<file path="src/rtl/lmslp_pkg.sv">
// Shared types, register codes and constants of the LMS linear predictor.
`timescale 1ns / 1ps

package lmslp_pkg;

  // Configuration port geometry
  localparam int CFG_IDX_W  = 3;
  localparam int CFG_DATA_W = 32;

  // Number of initial weight registers
  localparam int INIT_REGS = 5;

  // Reset values of the registers and of the adaptive state
  localparam logic [15:0]        LR_RESET     = 16'd655;
  localparam logic signed [31:0] BIAS_RESET   = 32'sd8388608;
  localparam logic signed [31:0] WEIGHT_RESET = 32'sd8388608;

  typedef enum logic [CFG_IDX_W-1:0] {
    REG_LEARNING_RATE    = 3'd0,
    REG_INITIAL_BIAS     = 3'd1,
    REG_INITIAL_WEIGHT_0 = 3'd2,
    REG_INITIAL_WEIGHT_1 = 3'd3,
    REG_INITIAL_WEIGHT_2 = 3'd4,
    REG_INITIAL_WEIGHT_3 = 3'd5,
    REG_INITIAL_WEIGHT_4 = 3'd6
  } cfg_reg_t;

  typedef enum logic [1:0] {
    MODE_TRAIN    = 2'd0,
    MODE_EVAL     = 2'd1,
    MODE_FORECAST = 2'd2,
    MODE_RESTART  = 2'd3
  } mode_t;

  typedef enum logic [3:0] {
    ST_IDLE,
    ST_MAC,
    ST_PRED,
    ST_ERR,
    ST_SQ,
    ST_UPD,
    ST_RESTART,
    ST_FIN
  } state_t;

  typedef struct packed {
    mode_t              mode;
    logic signed [15:0] sample;
  } in_item_t;

  typedef struct packed {
    logic signed [15:0] prediction;
    logic signed [15:0] error;
    logic [31:0]        half_sq_error;
  } out_item_t;

  typedef struct packed {
    logic [15:0]                  learning_rate;
    logic signed [31:0]           initial_bias;
    logic [INIT_REGS-1:0][31:0]   initial_weight;
  } cfg_t;

endpackage

</file>
<file path="src/rtl/lmslp_stream_if.sv">
// Valid/ready stream interface carrying one payload item per transaction.
`timescale 1ns / 1ps

interface lmslp_stream_if #(parameter type T = logic);
  logic valid;
  logic ready;
  T     data;

  modport source (output valid, output data, input ready);
  modport sink   (input valid, input data, output ready);
endinterface

</file>
<file path="src/rtl/lmslp_ram.sv">
// Generic single-write, single-read synchronous RAM with registered read data.
`timescale 1ns / 1ps

module lmslp_ram #(
  parameter int WIDTH = 32,
  parameter int DEPTH = 5
) (
  input  logic                                   clk,
  input  logic                                   we,
  input  logic [((DEPTH > 1) ? $clog2(DEPTH) : 1)-1:0] waddr,
  input  logic [WIDTH-1:0]                       wdata,
  input  logic [((DEPTH > 1) ? $clog2(DEPTH) : 1)-1:0] raddr,
  output logic [WIDTH-1:0]                       rdata
);

  logic [WIDTH-1:0] mem [DEPTH];

  // Write port
  always_ff @(posedge clk) begin
    if (we) begin
      mem[waddr] <= wdata;
    end
  end

  // Registered read port
  always_ff @(posedge clk) begin
    rdata <= mem[raddr];
  end

endmodule

</file>
<file path="src/rtl/lmslp_cfg_regs.sv">
// Configuration register file: step size, initial bias and initial weights.
`timescale 1ns / 1ps

module lmslp_cfg_regs import lmslp_pkg::*; (
  input  logic                  clk,
  input  logic                  rst,
  input  logic                  wr_en,
  input  logic [CFG_IDX_W-1:0]  index,
  input  logic [CFG_DATA_W-1:0] data,
  output cfg_t                  cfg
);

  // Decode the write; indexes past the list drop the write
  always_ff @(posedge clk) begin
    if (rst) begin
      cfg.learning_rate <= LR_RESET;
      cfg.initial_bias  <= BIAS_RESET;
      for (int k = 0; k < INIT_REGS; k++) begin
        cfg.initial_weight[k] <= WEIGHT_RESET;
      end
    end else if (wr_en) begin
      unique case (index) inside
        REG_LEARNING_RATE: cfg.learning_rate <= data[15:0];
        REG_INITIAL_BIAS:  cfg.initial_bias  <= data;
        [REG_INITIAL_WEIGHT_0:REG_INITIAL_WEIGHT_4]:
          cfg.initial_weight[index - CFG_IDX_W'(REG_INITIAL_WEIGHT_0)] <= data;
        default: ;
      endcase
    end
  end

endmodule

</file>
<file path="src/rtl/lms_linear_predictor.sv">
// Top level: LMS adaptive linear predictor with weights and window held in RAM.
//
//   channel   dir   payload                               handshake
//   items     in    mode[1:0], sample[15:0]               valid/ready
//   results   out   prediction, error, half_sq_error      valid/ready
//   cfg       in    cfg_index[2:0], cfg_data[31:0]        cfg_wr_en, no wait
//
// One item is worked at a time. From acceptance to the result register a train
// item passes the states MAC, PRED, ERR, SQ, UPD and FIN; evaluate and forecast
// items skip UPD, and restart items pass RESTART and FIN. MAC and UPD are
// tap-serial passes over the weight and window RAMs: one read a cycle, one
// shared multiplier, and in train mode a second pass that writes the weights.
// Reset is synchronous; valid bits stand in for the reset contents of both
// RAMs. A new item is taken while a finished result waits; a stalled result
// holds the next item in FIN.
`timescale 1ns / 1ps

module lms_linear_predictor import lmslp_pkg::*; #(
  parameter int TAPS = 5
) (
  input  logic                  clk,
  input  logic                  rst,
  input  logic                  cfg_wr_en,
  input  logic [CFG_IDX_W-1:0]  cfg_index,
  input  logic [CFG_DATA_W-1:0] cfg_data,
  lmslp_stream_if.sink          items,
  lmslp_stream_if.source        results
);

  localparam int AW     = (TAPS > 1) ? $clog2(TAPS) : 1;
  localparam int CW     = $clog2(TAPS + 1);
  localparam int PROD_W = 49;
  localparam int ACC_W  = PROD_W + CW + 1;
  localparam int RS_W   = ACC_W - 24;

  cfg_t cfg;

  lmslp_cfg_regs u_cfg_regs (
    .clk   (clk),
    .rst   (rst),
    .wr_en (cfg_wr_en),
    .index (cfg_index),
    .data  (cfg_data),
    .cfg   (cfg)
  );

  // Weight that a tap takes after reset
  function automatic logic signed [31:0] weight_reset(input logic [AW-1:0] j);
    weight_reset = (int'(j) < INIT_REGS) ? WEIGHT_RESET : 32'sd0;
  endfunction

  // Weight that a tap takes on restart
  function automatic logic signed [31:0] weight_init(input cfg_t c, input logic [AW-1:0] j);
    weight_init = 32'sd0;
    for (int k = 0; k < INIT_REGS; k++) begin
      if (int'(j) == k) begin
        weight_init = c.initial_weight[k];
      end
    end
  endfunction

  state_t state, state_next;

  mode_t              mode_q;
  logic signed [15:0] sample_q;

  // Tap pass control
  logic [CW-1:0] issue_cnt;
  logic [AW-1:0] issue_idx;
  logic          issuing;
  logic          pass_done;
  logic          s1, s2;
  logic [AW-1:0] idx1, idx2;
  logic          wv1, xv1;

  // Window ring buffer
  logic [AW-1:0]   head;
  logic [AW:0]     x_sum;
  logic [AW-1:0]   x_phys;
  logic [TAPS-1:0] w_valid;
  logic [TAPS-1:0] x_valid;

  // RAM ports
  logic          w_we;
  logic [AW-1:0] w_waddr;
  logic [31:0]   w_wdata;
  logic [31:0]   w_rdata;
  logic          x_we;
  logic [15:0]   x_wdata;
  logic [15:0]   x_rdata;

  // Datapath
  logic signed [31:0]        w_eff, w2;
  logic signed [15:0]        x_eff;
  logic signed [32:0]        mul_a;
  logic signed [PROD_W-1:0]  prod;
  logic signed [PROD_W-1:0]  prod_rnd;
  logic signed [33:0]        w_new;
  logic signed [31:0]        w_sat;
  logic signed [ACC_W-1:0]   acc;
  logic signed [ACC_W-1:0]   acc_rnd;
  logic signed [RS_W-1:0]    rs;
  logic signed [31:0]        bias;
  logic signed [32:0]        ae_rnd;
  logic signed [33:0]        bias_new;
  logic signed [15:0]        pred, err;
  logic signed [16:0]        diff;
  logic signed [31:0]        sq;
  logic [31:0]               hsq;
  logic signed [32:0]        ae;

  logic out_free;
  logic out_load;

  assign out_free  = !results.valid || results.ready;
  assign issue_idx = issue_cnt[AW-1:0];
  assign issuing   = ((state == ST_MAC) || (state == ST_UPD)) && (issue_cnt < CW'(TAPS));
  assign pass_done = (issue_cnt == CW'(TAPS)) && !s1 && !s2;

  // Map the logical tap onto the ring position
  assign x_sum  = {1'b0, head} + {1'b0, issue_idx};
  assign x_phys = (x_sum >= (AW + 1)'(TAPS)) ? AW'(x_sum - (AW + 1)'(TAPS)) : x_sum[AW-1:0];

  lmslp_ram #(.WIDTH(32), .DEPTH(TAPS)) u_weight_ram (
    .clk   (clk),
    .we    (w_we),
    .waddr (w_waddr),
    .wdata (w_wdata),
    .raddr (issue_idx),
    .rdata (w_rdata)
  );

  lmslp_ram #(.WIDTH(16), .DEPTH(TAPS)) u_window_ram (
    .clk   (clk),
    .we    (x_we),
    .waddr (head),
    .wdata (x_wdata),
    .raddr (x_phys),
    .rdata (x_rdata)
  );

  // Next state and handshake
  always_comb begin
    state_next  = state;
    items.ready = 1'b0;
    out_load    = 1'b0;
    unique case (state)
      ST_IDLE: begin
        items.ready = 1'b1;
        if (items.valid) begin
          state_next = (items.data.mode == MODE_RESTART) ? ST_RESTART : ST_MAC;
        end
      end
      ST_MAC: begin
        if (pass_done) state_next = ST_PRED;
      end
      ST_PRED: state_next = ST_ERR;
      ST_ERR:  state_next = ST_SQ;
      ST_SQ: begin
        state_next = (mode_q == MODE_TRAIN) ? ST_UPD : ST_FIN;
      end
      ST_UPD: begin
        if (pass_done) state_next = ST_FIN;
      end
      ST_RESTART: begin
        if (issue_cnt == CW'(TAPS - 1)) state_next = ST_FIN;
      end
      ST_FIN: begin
        if (out_free) begin
          out_load   = 1'b1;
          state_next = ST_IDLE;
        end
      end
      default: state_next = ST_IDLE;
    endcase
  end

  always_ff @(posedge clk) begin
    if (rst) begin
      state <= ST_IDLE;
    end else begin
      state <= state_next;
    end
  end

  // Hold the item while it is worked
  always_ff @(posedge clk) begin
    if (items.valid && items.ready) begin
      mode_q   <= items.data.mode;
      sample_q <= items.data.sample;
    end
  end

  // Advance the tap counter; restart it on every state change
  always_ff @(posedge clk) begin
    if (rst) begin
      issue_cnt <= '0;
      s1        <= 1'b0;
      s2        <= 1'b0;
    end else begin
      if (state_next != state) begin
        issue_cnt <= '0;
      end else if (issuing || (state == ST_RESTART)) begin
        issue_cnt <= issue_cnt + CW'(1);
      end
      s1 <= issuing;
      s2 <= s1;
    end
  end

  // Read stage: sample the valid bits with the address
  always_ff @(posedge clk) begin
    idx1 <= issue_idx;
    wv1  <= w_valid[issue_idx];
    xv1  <= x_valid[x_phys];
  end

  // Entries never written read as their reset value
  assign w_eff = wv1 ? $signed(w_rdata) : weight_reset(idx1);
  assign x_eff = xv1 ? $signed(x_rdata) : 16'sd0;

  // Shared multiplier: weight times window, or scaled error times window
  assign mul_a = (state == ST_UPD) ? ae : {w_eff[31], w_eff};

  always_ff @(posedge clk) begin
    prod <= mul_a * x_eff;
    w2   <= w_eff;
    idx2 <= idx1;
  end

  // Weight update: round the correction, subtract, saturate
  assign prod_rnd = prod + PROD_W'(32768);
  assign w_new    = {{2{w2[31]}}, w2} - {prod_rnd[PROD_W-1], prod_rnd[PROD_W-1:16]};
  assign w_sat    = (w_new > 34'sd2147483647)  ? 32'sh7FFFFFFF :
                    (w_new < -34'sd2147483648) ? 32'sh80000000 : w_new[31:0];

  always_comb begin
    if (state == ST_RESTART) begin
      w_we    = 1'b1;
      w_waddr = issue_idx;
      w_wdata = weight_init(cfg, issue_idx);
    end else begin
      w_we    = (state == ST_UPD) && s2;
      w_waddr = idx2;
      w_wdata = w_sat;
    end
  end

  // Accumulate the weighted window sum
  always_ff @(posedge clk) begin
    if (state == ST_IDLE) begin
      acc <= '0;
    end else if ((state == ST_MAC) && s2) begin
      acc <= acc + {{(ACC_W - PROD_W){prod[PROD_W-1]}}, prod};
    end
  end

  // Prediction: subtract the scaled bias, round half up, saturate
  assign acc_rnd = acc - {{(ACC_W - 44){bias[31]}}, bias, 12'd0} + ACC_W'(1 << 23);
  assign rs      = acc_rnd[ACC_W-1:24];
  assign diff    = {pred[15], pred} - {sample_q[15], sample_q};
  assign sq      = err * err;

  always_ff @(posedge clk) begin
    if (state == ST_PRED) begin
      pred <= (rs > RS_W'(32767))  ? 16'sh7FFF :
              (rs < -RS_W'(32768)) ? 16'sh8000 : rs[15:0];
    end
    if (state == ST_ERR) begin
      err <= (diff > 17'sd32767)  ? 16'sh7FFF :
             (diff < -17'sd32768) ? 16'sh8000 : diff[15:0];
    end
    if (state == ST_SQ) begin
      hsq <= {1'b0, sq[31:1]};
      ae  <= $signed({1'b0, cfg.learning_rate}) * err;
    end
  end

  // Bias update with rounded step
  assign ae_rnd   = ae + 33'sd8;
  assign bias_new = {{2{bias[31]}}, bias} + {{5{ae_rnd[32]}}, ae_rnd[32:4]};

  always_ff @(posedge clk) begin
    if (rst) begin
      bias <= BIAS_RESET;
    end else if (out_load) begin
      if (mode_q == MODE_RESTART) begin
        bias <= cfg.initial_bias;
      end else if (mode_q == MODE_TRAIN) begin
        bias <= (bias_new > 34'sd2147483647)  ? 32'sh7FFFFFFF :
                (bias_new < -34'sd2147483648) ? 32'sh80000000 : bias_new[31:0];
      end
    end
  end

  // Shift into the window: overwrite the oldest slot and advance the head
  assign x_we    = out_load && (mode_q != MODE_RESTART);
  assign x_wdata = (mode_q == MODE_FORECAST) ? pred : sample_q;

  always_ff @(posedge clk) begin
    if (rst) begin
      head    <= '0;
      x_valid <= '0;
    end else if (out_load) begin
      if (mode_q == MODE_RESTART) begin
        head    <= '0;
        x_valid <= '0;
      end else begin
        x_valid[head] <= 1'b1;
        head          <= (head == AW'(TAPS - 1)) ? '0 : head + AW'(1);
      end
    end
  end

  // Mark weights as written
  always_ff @(posedge clk) begin
    if (rst) begin
      w_valid <= '0;
    end else if (w_we) begin
      w_valid[w_waddr] <= 1'b1;
    end
  end

  // Result register
  always_ff @(posedge clk) begin
    if (rst) begin
      results.valid <= 1'b0;
    end else if (out_load) begin
      results.valid <= 1'b1;
    end else if (results.ready) begin
      results.valid <= 1'b0;
    end
  end

  always_ff @(posedge clk) begin
    if (out_load) begin
      if (mode_q == MODE_RESTART) begin
        results.data <= '0;
      end else begin
        results.data.prediction    <= pred;
        results.data.error         <= err;
        results.data.half_sq_error <= hsq;
      end
    end
  end

endmodule

</file>
<file path="src/flat_wrapper.sv">
// flat-port wrapper written by rule: the top's interface ports become plain ports
module lms_linear_predictor_flat import lmslp_pkg::*;
#(
  parameter int TAPS = 5
)
  (clk, rst, cfg_wr_en, cfg_index, cfg_data, items_valid, items_data, items_ready, results_valid, results_data, results_ready);
  lmslp_stream_if #(.T(in_item_t)) items_i ();
  lmslp_stream_if #(.T(out_item_t)) results_i ();
  input  logic clk;
  input  logic rst;
  input  logic cfg_wr_en;
  input  logic [CFG_IDX_W-1:0] cfg_index;
  input  logic [CFG_DATA_W-1:0] cfg_data;
  input wire logic [$bits(items_i.valid)-1:0] items_valid;
  input wire logic [$bits(items_i.data)-1:0] items_data;
  output wire logic [$bits(items_i.ready)-1:0] items_ready;
  output wire logic [$bits(results_i.valid)-1:0] results_valid;
  output wire logic [$bits(results_i.data)-1:0] results_data;
  input wire logic [$bits(results_i.ready)-1:0] results_ready;
  assign items_i.valid = items_valid;
  assign items_i.data = items_data;
  assign items_ready = items_i.ready;
  assign results_valid = results_i.valid;
  assign results_data = results_i.data;
  assign results_i.ready = results_ready;
  lms_linear_predictor #(.TAPS(TAPS)) u_core (.clk(clk), .rst(rst), .cfg_wr_en(cfg_wr_en), .cfg_index(cfg_index), .cfg_data(cfg_data), .items(items_i), .results(results_i));
endmodule
</file>
<file path="config.mk">
export PLATFORM = sky130hd
export DESIGN_NAME = lms_linear_predictor_flat
export DESIGN_NICKNAME = d
export VERILOG_FILES = /design/src/rtl/lmslp_pkg.sv /design/src/rtl/lmslp_stream_if.sv /design/src/rtl/lmslp_ram.sv /design/src/rtl/lmslp_cfg_regs.sv /design/src/rtl/lms_linear_predictor.sv /design/src/flat_wrapper.sv
export SDC_FILE = /design/constraint.sdc
export NUM_CORES = 2
export LEC_CHECK = 0
export BUFFER_PORTS_ARGS = -buffer_cell sky130_fd_sc_hd__buf_2
export CAP_MARGIN = 20
export CORE_UTILIZATION = 54
export DETAILED_ROUTE_END_ITERATION = 10
export GPL_ROUTABILITY_DRIVEN = 0
export PLACE_DENSITY = 0.68
export SYNTH_ARGS = -nofsm -noshare
export SYNTH_HDL_FRONTEND = slang
export SYNTH_SLANG_ARGS = --single-unit
</file>
<file path="constraint.sdc">
create_clock -name clk -period 20.4 [get_ports clk]
set_input_delay 3.06 -clock clk [delete_from_list [all_inputs] [get_ports clk]]
set_output_delay 3.06 -clock clk [all_outputs]
set_load 0.05 [all_outputs]
</file>
==> flow_metrics.py <==
metrics = {
    "yosys": {
        "synth.distinct_cells": 95,
        "ys_seq_area_share_pct": 27.63,
        "netlist_area_mm2": 0.07792,
        "ys_seq_elements": 868,
        "synth_top_area_share_pct": 24.10,
        "ys_warn_count": 0,
        "synth.area.top_cells": "fa_1 24%, edfxtp_1 16%, dfxtp_1 12%, ha_1 9.1%, nand2_1 6.9%",
        "synth.avg_cell_area_um2": 9.266,
        "synthMostInstantiatedCell": "nand2_1",
        "async_flop_share_pct": 0,
        "netlist_instances": 8409,
        "synth_edf_count": 415,
        "synth_top_cell_by_area": "fa_1",
        "synthFlopType": "dfxtp_1",
        "yosys-top-cells-count": "1431 x nand2_1, 1278 x inv_1, 938 x fa_1",
    },
    "worst_setup_path": {
        "worstPathBufferInverterCount": 6,
        "slowest_delay_ns": 0.60,
        "crit_path_end_kind": "register",
        "worstReg2RegStart": "u_core.state[2]$_SDFF_PP0_",
        "crit_family": "adder cells",
        "reg2reg_depth": 29,
        "rrSetupSlack_ns": 10.91,
        "cpMostUsedCell": "fa_1",
        "worst-path-max-fanout": 55,
        "cp-start-kind": "register",
        "worst_ep_required_time_ns": 21.03,
        "worstReg2RegEnd": "u_core.prod[42]$_DFF_P_",
        "crit_type": "register to register",
        "slowest_stage": "o21ai_1",
        "cp.arrival_ns": 10.12,
    },
    "min_path": {
        "hold_path.class": "register to register",
        "hold_end": "u_core.idx2[1]$_DFF_P_",
        "hp-start": "u_core.idx1[1]$_DFF_P_",
        "holdPathStages": 0,
    },
    "final_layout": {
        "num-fill-cells": 12530,
        "seq_area_mm2": 0.02154,
        "final_nets": 9945,
        "syn_to_final_growth_pct": 7.456,
        "utilization_pct": 58.43,
        "multi_input_area_mm2": 0.05041,
        "layout-drive-gt1-share_pct": 6.039,
    },
    "sta": {
        "skew_ns": 0.06224,
        "finalHoldViolCount": 0,
        "grt_setup_unrepaired": "no",
        "slew_headroom_pct": 20.28,
        "max_freq_mhz": 105.4,
        "period_needed_ns": 9.487,
        "worst_pin_slew_ns": 1.188,
        "drv_slew": 0,
        "fin_crit_sh_pct": 46.50,
        "tns_ns": 0,
        "setup-violations-final": 0,
    },
    "die": {
        "std_cell_rows": 139,
        "fp.dieW_um": 381.9,
        "dieArea_mm2": 0.1458,
        "dieHeight_um": 381.9,
        "initial_core_util_pct": 54.37,
        "coreArea_mm2": 0.1433,
        "io_pins": 124,
    },
    "drt": {
        "ant_nets": 0,
        "dr.pass1.iters": 9,
        "drc": 0,
        "drt-initial-drc-count": 5361,
        "via_per_inst": 5.758,
        "wl_um": 224400,
        "vias": 59700,
        "avgRoutedWirePerCell_um": 21.64,
    },
    "cts": {
        "cts-resized-gates": 0,
        "ctsHoldBuffers": 0,
        "worstSkewPairLatency_ns": 0.76,
        "numCtsBuffers": 95,
        "postCtsSetupBuffers": 0,
        "cts_tree": "yes",
        "path_clk_slew_ns": 0.06,
        "htree_num_levels": 3,
        "clkSinkCount": 868,
        "cts_max_path_buffers": 3,
        "cts_root_buffer": "clkbuf_16",
    },
    "job": {
        "cap_violations": 0,
    },
    "outcome": {
        "status": "complete, no violations",
    },
    "global_routing": {
        "grt_max_degree": 109,
        "overflow": 0,
        "antenna_found_initial": 8,
        "track_usage_pct": 31.15,
        "grt_pass1_vias": 60220,
        "grt_pass1_wl_um": 348500,
    },
    "placement": {
        "place_hpwl_um": 171400,
        "port_buffers": 121,
    },
    "pwr": {
        "p_leak_nw": 37.58,
        "p_per_area_mw_per_mm2": 48.42,
        "peakVddDrop_mv": 0.06081,
    },
}
where the power goes:
| part | leakage, nW | internal (W) | switching [W] |
|---|---|---|---|
| logic | 28.6 | 0.000168 | 0.000247 |
| clock network | 1.56 | 0.00101 | 0.000772 |
| registers | 7.46 | 0.00185 | 0.0000123 |
routing by layer:
layer	GRT usage, %	up-vias	wire [µm]
met2	47.52	2581	99320
met1	41.27	29410	89100
met5	0	-	49
met3	6.403	578	21250
li1	-	27120	-
met4	17.88	8	14660
kinds of logic (layout without fill, tap and decap cells):
| logic type | Yosys count | after routing | synth area share [%] |
|---|---|---|---|
| DFF | 868 | 868 | 27.63 |
| other | 1 | 5 | 0.004813 |
| AOI/OAI and AO/OA | 1389 | 1389 | 11.12 |
| muxes | 71 | 71 | 1.744 |
| xor gates and xnor gates | 323 | 323 | 3.631 |
| and+or+nand+nor | 2621 | 2621 | 14.69 |
| adders and majority gates | 1510 | 1510 | 33.27 |
| buffers and inverters | 1626 | 1677 | 7.910 |
metrics by stage:
stage | setup WS (ns) | hold WS [ns] | cells | power, W | cell area (µm²)
floorplan | 12.48 | 0.3249 | 8411 | 0.002200 | 77930
global placement | 11.38 | 0.3378 | 10180 | 0.002304 | 80450
detailed placement | 11.15 | 0.3447 | 10190 | 0.002311 | 80490
CTS | 11.15 | 0.3686 | 10360 | 0.004081 | 83700
global route | 10.53 | 0.3693 | 10370 | 0.004209 | 83730
finish | 10.91 | 0.3652 | 10370 | 0.004054 | 83730
final cells by class:
cell class / instances / area share (%)
antenna: 2 / 0.005977
inverter: 1280 / 5.738
clock buffer: 122 / 3.044
sequential: 868 / 25.72
multi-input combinational: 5917 / 60.21
timing repair buffer: 219 / 1.647
clock inverter: 56 / 0.7950
tap: 1903 / 2.844
cells in the final DEF (no fill, tap or decap), types with 63 or more instances in the layout:
master,netlist,routed
a21o_1,164,164
a21oi_1,513,513
a22oi_1,63,63
and2_1,172,172
buf_2,9,121
buf_4,7,94
clkbuf_16,0,95
dfxtp_1,453,449
edfxtp_1,415,415
fa_1,938,938
ha_1,568,566
inv_1,1278,1277
nand2_1,1431,1430
nand2b_1,65,65
nand3_1,121,118
nor2_1,500,488
nor2b_1,110,109
o21ai_0,234,234
xnor2_1,205,203
xor2_1,118,118
how the worst max path moves through the flow:
stage	cells after the start	slack, ns	end	start
after global placement	29	11.38	u_core.prod[42]$_DFF_P_	u_core.state[2]$_SDFF_PP0_
after floorplan	29	12.48	u_core.prod[42]$_DFF_P_	u_core.state[2]$_SDFF_PP0_
after global routing	29	10.53	u_core.prod[42]$_DFF_P_	u_core.state[2]$_SDFF_PP0_
final	29	10.91	u_core.prod[42]$_DFF_P_	u_core.state[2]$_SDFF_PP0_
after detailed placement	29	11.15	u_core.prod[42]$_DFF_P_	u_core.state[0]$_SDFF_PP0_
after CTS	29	11.15	u_core.prod[42]$_DFF_P_	u_core.state[0]$_SDFF_PP0_
flip-flops by register name (all words and copies together), names as in the netlist, 4 cells and up:
register                   cells
u_core.pred                   16
u_core.state                   4
u_core.w_valid                 5
u_core.sample_q               16
u_core.x_valid                 5
u_core.u_window_ram.mem       80
u_core.bias                   32
u_core.hsq                    30
u_core.u_cfg_regs.cfg        208
u_core.err                    16
u_core.acc                    53
u_core.results.data           62
u_core.w2                     32
u_core.prod                   49
u_core.u_weight_ram.mem      160
u_core.ae                     33
u_core.u_window_ram.rdata     16
u_core.u_weight_ram.rdata     32
(Power assumes the default switching activity.)
